[src/fpa_pkg.sv]
package fpa_pkg;

  localparam int unsigned FRAC_BITS_DEF = 8;
  localparam int unsigned DIV_STEPS     = 32;

  localparam logic signed [31:0] MAX32 = 32'sh7FFF_FFFF;
  localparam logic signed [31:0] MIN32 = 32'sh8000_0000;

  typedef enum logic [3:0] {
    MODE_ADD  = 4'd0,
    MODE_SUB  = 4'd1,
    MODE_MUL  = 4'd2,
    MODE_DIV  = 4'd3,
    MODE_CMP  = 4'd4,
    MODE_MIN  = 4'd5,
    MODE_MAX  = 4'd6,
    MODE_INC  = 4'd7,
    MODE_DEC  = 4'd8,
    MODE_ITOF = 4'd9,
    MODE_FTOI = 4'd10
  } mode_t;

  // input register stage
  typedef struct packed {
    logic [3:0]         mode;
    logic signed [31:0] a;
    logic signed [31:0] b;
    logic [31:0]        mag_a;
    logic [31:0]        mag_b;
  } s1_t;

  // after simple ops and the magnitude multiply
  typedef struct packed {
    logic [3:0]         mode;
    logic signed [31:0] res;
    logic               lt;
    logic               eq;
    logic               gt;
    logic               sat;
    logic               dz;
    logic [63:0]        prod;
    logic               neg;
    logic [31:0]        mag_a;
    logic [31:0]        mag_b;
  } s2_t;

  // divider pipeline payload
  typedef struct packed {
    logic [3:0]         mode;
    logic signed [31:0] res;
    logic               lt;
    logic               eq;
    logic               gt;
    logic               sat;
    logic               dz;
    logic               neg;
    logic               ovf;
    logic [31:0]        d;
    logic [31:0]        rem;
    logic [31:0]        lo;
    logic [31:0]        q;
  } div_t;

endpackage

[src/fpa_div_stage.sv]
module fpa_div_stage (
  input  logic          clk,
  input  logic          rst_n,
  input  logic          en,
  input  logic          in_v,
  input  fpa_pkg::div_t in_d,
  output logic          out_v_r,
  output fpa_pkg::div_t out_d_r
);

  logic [32:0]   trial;
  logic          ge;
  fpa_pkg::div_t d_nxt;

  // one restoring step: one quotient bit
  always_comb begin
    trial = {in_d.rem, in_d.lo[31]};
    ge    = trial >= {1'b0, in_d.d};
    d_nxt = in_d;
    d_nxt.rem = ge ? 32'(trial - {1'b0, in_d.d}) : trial[31:0];
    d_nxt.lo  = {in_d.lo[30:0], 1'b0};
    d_nxt.q   = {in_d.q[30:0], ge};
  end

  always_ff @(posedge clk) begin
    if (!rst_n) begin
      out_v_r <= 1'b0;
    end else if (en) begin
      out_v_r <= in_v;
    end
  end

  always_ff @(posedge clk) begin
    if (en) begin
      out_d_r <= d_nxt;
    end
  end

endmodule
[config.mk]
export PLATFORM = sky130hd
export DESIGN_NAME = fpa_div_stage
export DESIGN_NICKNAME = d
export VERILOG_FILES = /design/src/fpa_pkg.sv /design/src/fpa_div_stage.sv
export SDC_FILE = /design/constraint.sdc
export NUM_CORES = 1
export LEC_CHECK = 0
export ABC_AREA = 1
export BUFFER_PORTS_ARGS = -buffer_cell sky130_fd_sc_hd__buf_2
export CAP_MARGIN = 20
export CORE_ASPECT_RATIO = 0.8
export CORE_MARGIN = 3
export CORE_UTILIZATION = 49
export CTS_CLUSTER_DIAMETER = 50
export DETAILED_ROUTE_END_ITERATION = 10
export MAX_ROUTING_LAYER = met4
export PLACE_DENSITY = 0.77
export SYNTH_ARGS = -nofsm -noshare
export SYNTH_HDL_FRONTEND = slang
export SYNTH_SLANG_ARGS = --single-unit
export TNS_END_PERCENT = 100
[constraint.sdc]
create_clock -name clk -period 2 [get_ports clk]
set_clock_uncertainty 0.1 [all_clocks]
set_input_delay 0.1 -clock clk [delete_from_list [all_inputs] [get_ports clk]]
set_output_delay 0.1 -clock clk [all_outputs]
set_load 0.03 [all_outputs]
; Word-level counts from Yosys, hierarchy flattened
; Cells that the tools add are included.
[totals]
regBits = 171
output_inout_bits = 172
[op_classes]
mux = 1
order_cmp = 1
addsub = 1
[op_table]
columns = operator, count
row1 = 33-bit by 32-bit >= comparator with 1-bit output, 1
row2 = 32-bit two-way mux, 1
row3 = 32-bit subtractor, 1

; Depth between registers and ports, before layout
[depth]
word_depth = 2
depth_mapped = 16

; Worst setup path after synthesis
; Ideal clock, no wire load.
[synth_timing]
kind = input -> register
from = input port in_d[63] (netlist name)
to = register out_d_r[80] (netlist name), data pin
t_arrival_ns = 1.462
required_ns = 1.648
stages = 13
slack_ns = 0.185
path_cell_list = inv_1 -> ha_1 -> fa_1 -> inv_1 -> nand3_1 -> nand3_1 -> nand2_1 -> nand3_1 -> nand3_1 -> nand2_1 -> nand2_1 -> nand3_2 -> nand2_1
[synth_lines]
columns = item, line_no
row1 = from (decl), fpa_div_stage.sv:6  ; input fpa_pkg::div_t in_d,
row2 = to (signal assigned), fpa_div_stage.sv:35  ; out_d_r <= d_nxt;
row3 = to (decl), fpa_div_stage.sv:8  ; output fpa_pkg::div_t out_d_r

==> flow_metrics.py <==
metrics = {
    "floorplanning": {
        "die_w_um": 152,
        "io_pins": 347,
        "core_area_um2": 16200,
        "rows": 41,
        "start_util_pct": 51.3,
        "die-area_um2": 18600,
        "die_y_um": 122,
    },
    "logic_synthesis": {
        "synth_top_family_by_area": "simple AND/OR/NAND/NOR gates",
        "synth_compound_area_share_pct": 1.69,
        "syn_area_um2": 8310,
        "synth-simple-area-share_pct": 22.1,
        "synth_mux_area_share_pct": 0,
        "synth_cell_types": 29,
        "synth_nets": 1031,
        "syn_inst": 823,
        "ys_seq_area_share_pct": 61.7,
        "yosysWarnings": 0,
        "avgSynthCellArea_um2": 10.1,
        "synthAdderAreaFrac_pct": 5.06,
        "synthXorXnorAreaFrac_pct": 1.48,
        "ys_ff_latch": 171,
    },
    "critical_path": {
        "reg2reg_depth": 3,
        "crit_chain": "buf_2 -> inv_1 -> ha_1 -> nand2_1 -> inv_1 -> nand2_1 -> nand2_1 -> nand2_1 -> a21oi_1 -> nor2_4 -> buf_4 -> nand3_1 -> nand2_1",
        "cp.required_ns": 2.08,
        "cp_num_cells": 13,
        "critical_path.top_delay_family": "simple AND/OR/NAND/NOR gates",
        "path_buf_inv": 4,
        "critPathSlowestCell": "ha_1",
        "critPathMostFrequentCell": "nand2_1",
        "cpPeakStageDelay_ns": 0.36,
        "path_max_fanout": 23,
        "critPathLaunchType": "input pin",
        "endpoint_kind": "flop",
        "r2r_slack_ns": 0.67,
        "crit_type": "input pin to flop",
        "crit_arrival_ns": 1.89,
    },
    "sta": {
        "period_needed_ns": 1.82,
        "final_max_slew_viol_count": 0,
        "min_period_over_period_pct": 90.8,
        "hold_violations": 0,
        "setup_viol_count_final": 0,
        "grt_setup_unrepaired": "no",
        "max_freq_mhz": 551,
        "fin_hold_ws_ns": 0.174,
        "setup_tns_ns": 0,
    },
    "power_and_ir_drop": {
        "p_int_mw": 7.28,
        "p_seq_share_pct": 41.8,
        "p_per_area_nw_per_um2": 800,
        "p_switching_mw": 3.32,
        "combinationalPowerShare_pct": 26.1,
        "p_sw_share_pct": 31.3,
        "peakVddDrop_v": 0.000610,
        "p_leak_nw": 6.62,
        "clkPwrFrac_pct": 32.1,
    },
    "run": {
        "cap_violations": 0,
    },
    "global_route": {
        "grt_overflow": 0,
        "grt_max_degree": 104,
        "grt_pass1_vias": 8294,
        "grt_pass1_wl_um": 44100,
        "grt_usage_pct": 32.2,
        "antenna_found_initial": 5,
    },
    "drt": {
        "first_pass_iters": 6,
        "drt-total-wl_um": 29300,
        "vias": 8064,
        "first_iter_violations": 662,
        "drtAntennaViolNets": 0,
        "via_per_inst": 4.84,
        "drc": 0,
        "wire_per_inst_um": 17.6,
    },
    "finish": {
        "multi_input_area_um2": 2520,
        "nNetsFinal": 1640,
        "nFillCells": 996,
        "drive_gt1_share_pct": 33.4,
        "seq_area_um2": 5120,
        "syn_to_final_growth_pct": 59.4,
    },
    "clock_tree": {
        "post_cts_buffers": 0,
        "htreeDepth": 4,
        "root_buffer": "clkbuf_16",
        "cts_tree": "built",
        "worstSkewPairLatency_ns": 0.42,
        "cts_made_buffers": 17,
        "clk_pin_slew_worst_paths_ns": 0.07,
        "clockBufferDepth": 2,
        "clkSinkCount": 171,
    },
    "min_path": {
        "hold_class": "input pin to flop",
        "min_path_cells": 5,
    },
    "place": {
        "portBuffers": 344,
        "hpwl_um": 18400,
        "place_congestion": 0.954,
    },
    "run_status": {
        "status": "complete, no violations",
    },
}
[cell usage after synthesis]
library cell | instances | area [um2]
nor2_1 | 34 | 128
nand3_1 | 56 | 280
nand2_4 | 1 | 11.3
nand3b_1 | 11 | 82.6
a21oi_1 | 22 | 110
nand4_1 | 3 | 18.8
nand3_2 | 11 | 110
buf_12 | 2 | 40.0
nor2_2 | 3 | 18.8
nor3_1 | 6 | 30.0
and2_1 | 8 | 50.1
a21o_1 | 2 | 15.0
o21ai_0 | 3 | 15.0
xnor2_1 | 1 | 8.76
buf_6 | 1 | 11.3
nand2_1 | 274 | 1030
nor3_2 | 3 | 30.0
ha_1 | 32 | 400
edfxtp_1 | 170 | 5100
nor2_4 | 1 | 11.3
conb_1 | 1 | 3.75
buf_2 | 7 | 35.0
nand2_2 | 3 | 18.8
buf_4 | 1 | 7.51
dfxtp_1 | 1 | 20.0
fa_1 | 1 | 20.0
xor2_1 | 13 | 114
nand2_8 | 1 | 20.0
inv_1 | 151 | 567
[worst reg2reg max path: cells and delay by family (launching register included)]
| kind | cells | cell delay [ns] |
|---|---|---|
| AOI/OAI and AO/OA | 2 | 0.22 |
| buffers and inverters | 1 | 0.58 |
| DFF | 1 | 0.31 |
[registers in the layout (all words and copies together) (netlist names)]
| name | flops |
|---|---|
| out_v_r | 1 |
| out_d_r | 170 |
[path summary, 6_finish.rpt]
check | start | to
max | in_d[115] | out_d_r[81]$_DFFE_PP_
max reg2reg | out_v_r$_SDFFE_PN0P_ | out_v_r$_SDFFE_PN0P_
min | in_d[96] | out_d_r[64]$_DFFE_PP_
min reg2reg | out_v_r$_SDFFE_PN0P_ | out_v_r$_SDFFE_PN0P_
[power by group through the flow]
stage	registers, mW	logic (mW)	clock network (mW)
6_report	4.43	2.77	3.40
5_1_grt	4.46	2.97	3.59
3_3_place_gp	4.47	2.37	0
4_1_cts	4.41	2.69	3.42
3_5_place_dp	4.48	2.41	0
2_1_floorplan	5.18	0.744	0
[through the flow]
step	instances	total power [mW]	cell area [um2]	setup slack [ns]	util [%]
after global routing	1665	11.0	13200	0.0483	81.7
after CTS	1659	10.5	13200	0.139	81.4
final	1667	10.6	13200	0.184	81.7
after global placement	1455	6.84	10900	-0.135	67.1
after detailed placement	1455	6.90	10900	-0.162	67.1
after floorplan	823	5.93	8310	0.185	-
[cell families (layout without fill, tap and decap cells)]
logic type | count (synthesis) | after routing
other | 1 | 8
DFF | 171 | 171
buffers and inverters | 162 | 784
AOI/OAI and AO/OA | 27 | 27
xor gates and xnor gates | 14 | 14
adders and majority gates | 33 | 33
and+or+nand+nor | 415 | 415
[placed cells by master, fill, tap and decap left out, types with 4 or more instances in the layout]
master and count:
a21oi_1 22, diode_2 7, nor2_1 34, inv_1 151
edfxtp_1 170, buf_4 82, xor2_1 13, nand3_2 11
inv_8 4, clkbuf_16 18, nand3_1 56, dlygate4sd3_1 172
ha_1 32, nand3b_1 11, nor3_1 6, buf_2 343
and2_1 8, nand2_1 274
[repair_timing]
item                                   in CTS  in global routing
setup endpoints to repair                   0                  1
endpoints found under the hold margin     178                  0
gates resized for setup                     0                  1
hold buffers                              172                  0
[cell type report]
| class | instances | share of cell area [%] |
|---|---|---|
| inverters | 151 | 4.28 |
| clock buffers | 18 | 3.24 |
| repair buffers | 601 | 31.2 |
| well taps | 215 | 2.03 |
| diodes | 7 | 0.132 |
| clock inverters | 14 | 1.32 |
| flip-flops and latches | 171 | 38.7 |
| multi-input cells | 490 | 19.1 |
[metal layers]
layer / part of all wire, % / GRT usage [%] / vias up / routed length, um
met5: 0 / - / - / 0
met3: 8.4 / 8.01 / 65 / 2450
met1: 39 / 38.8 / 3712 / 11500
li1: - / - / 3886 / -
met2: 49 / 53.2 / 401 / 14400
met4: 3.3 / 11.7 / 0 / 974
Note: power is estimated with default switching activity, not from simulation.
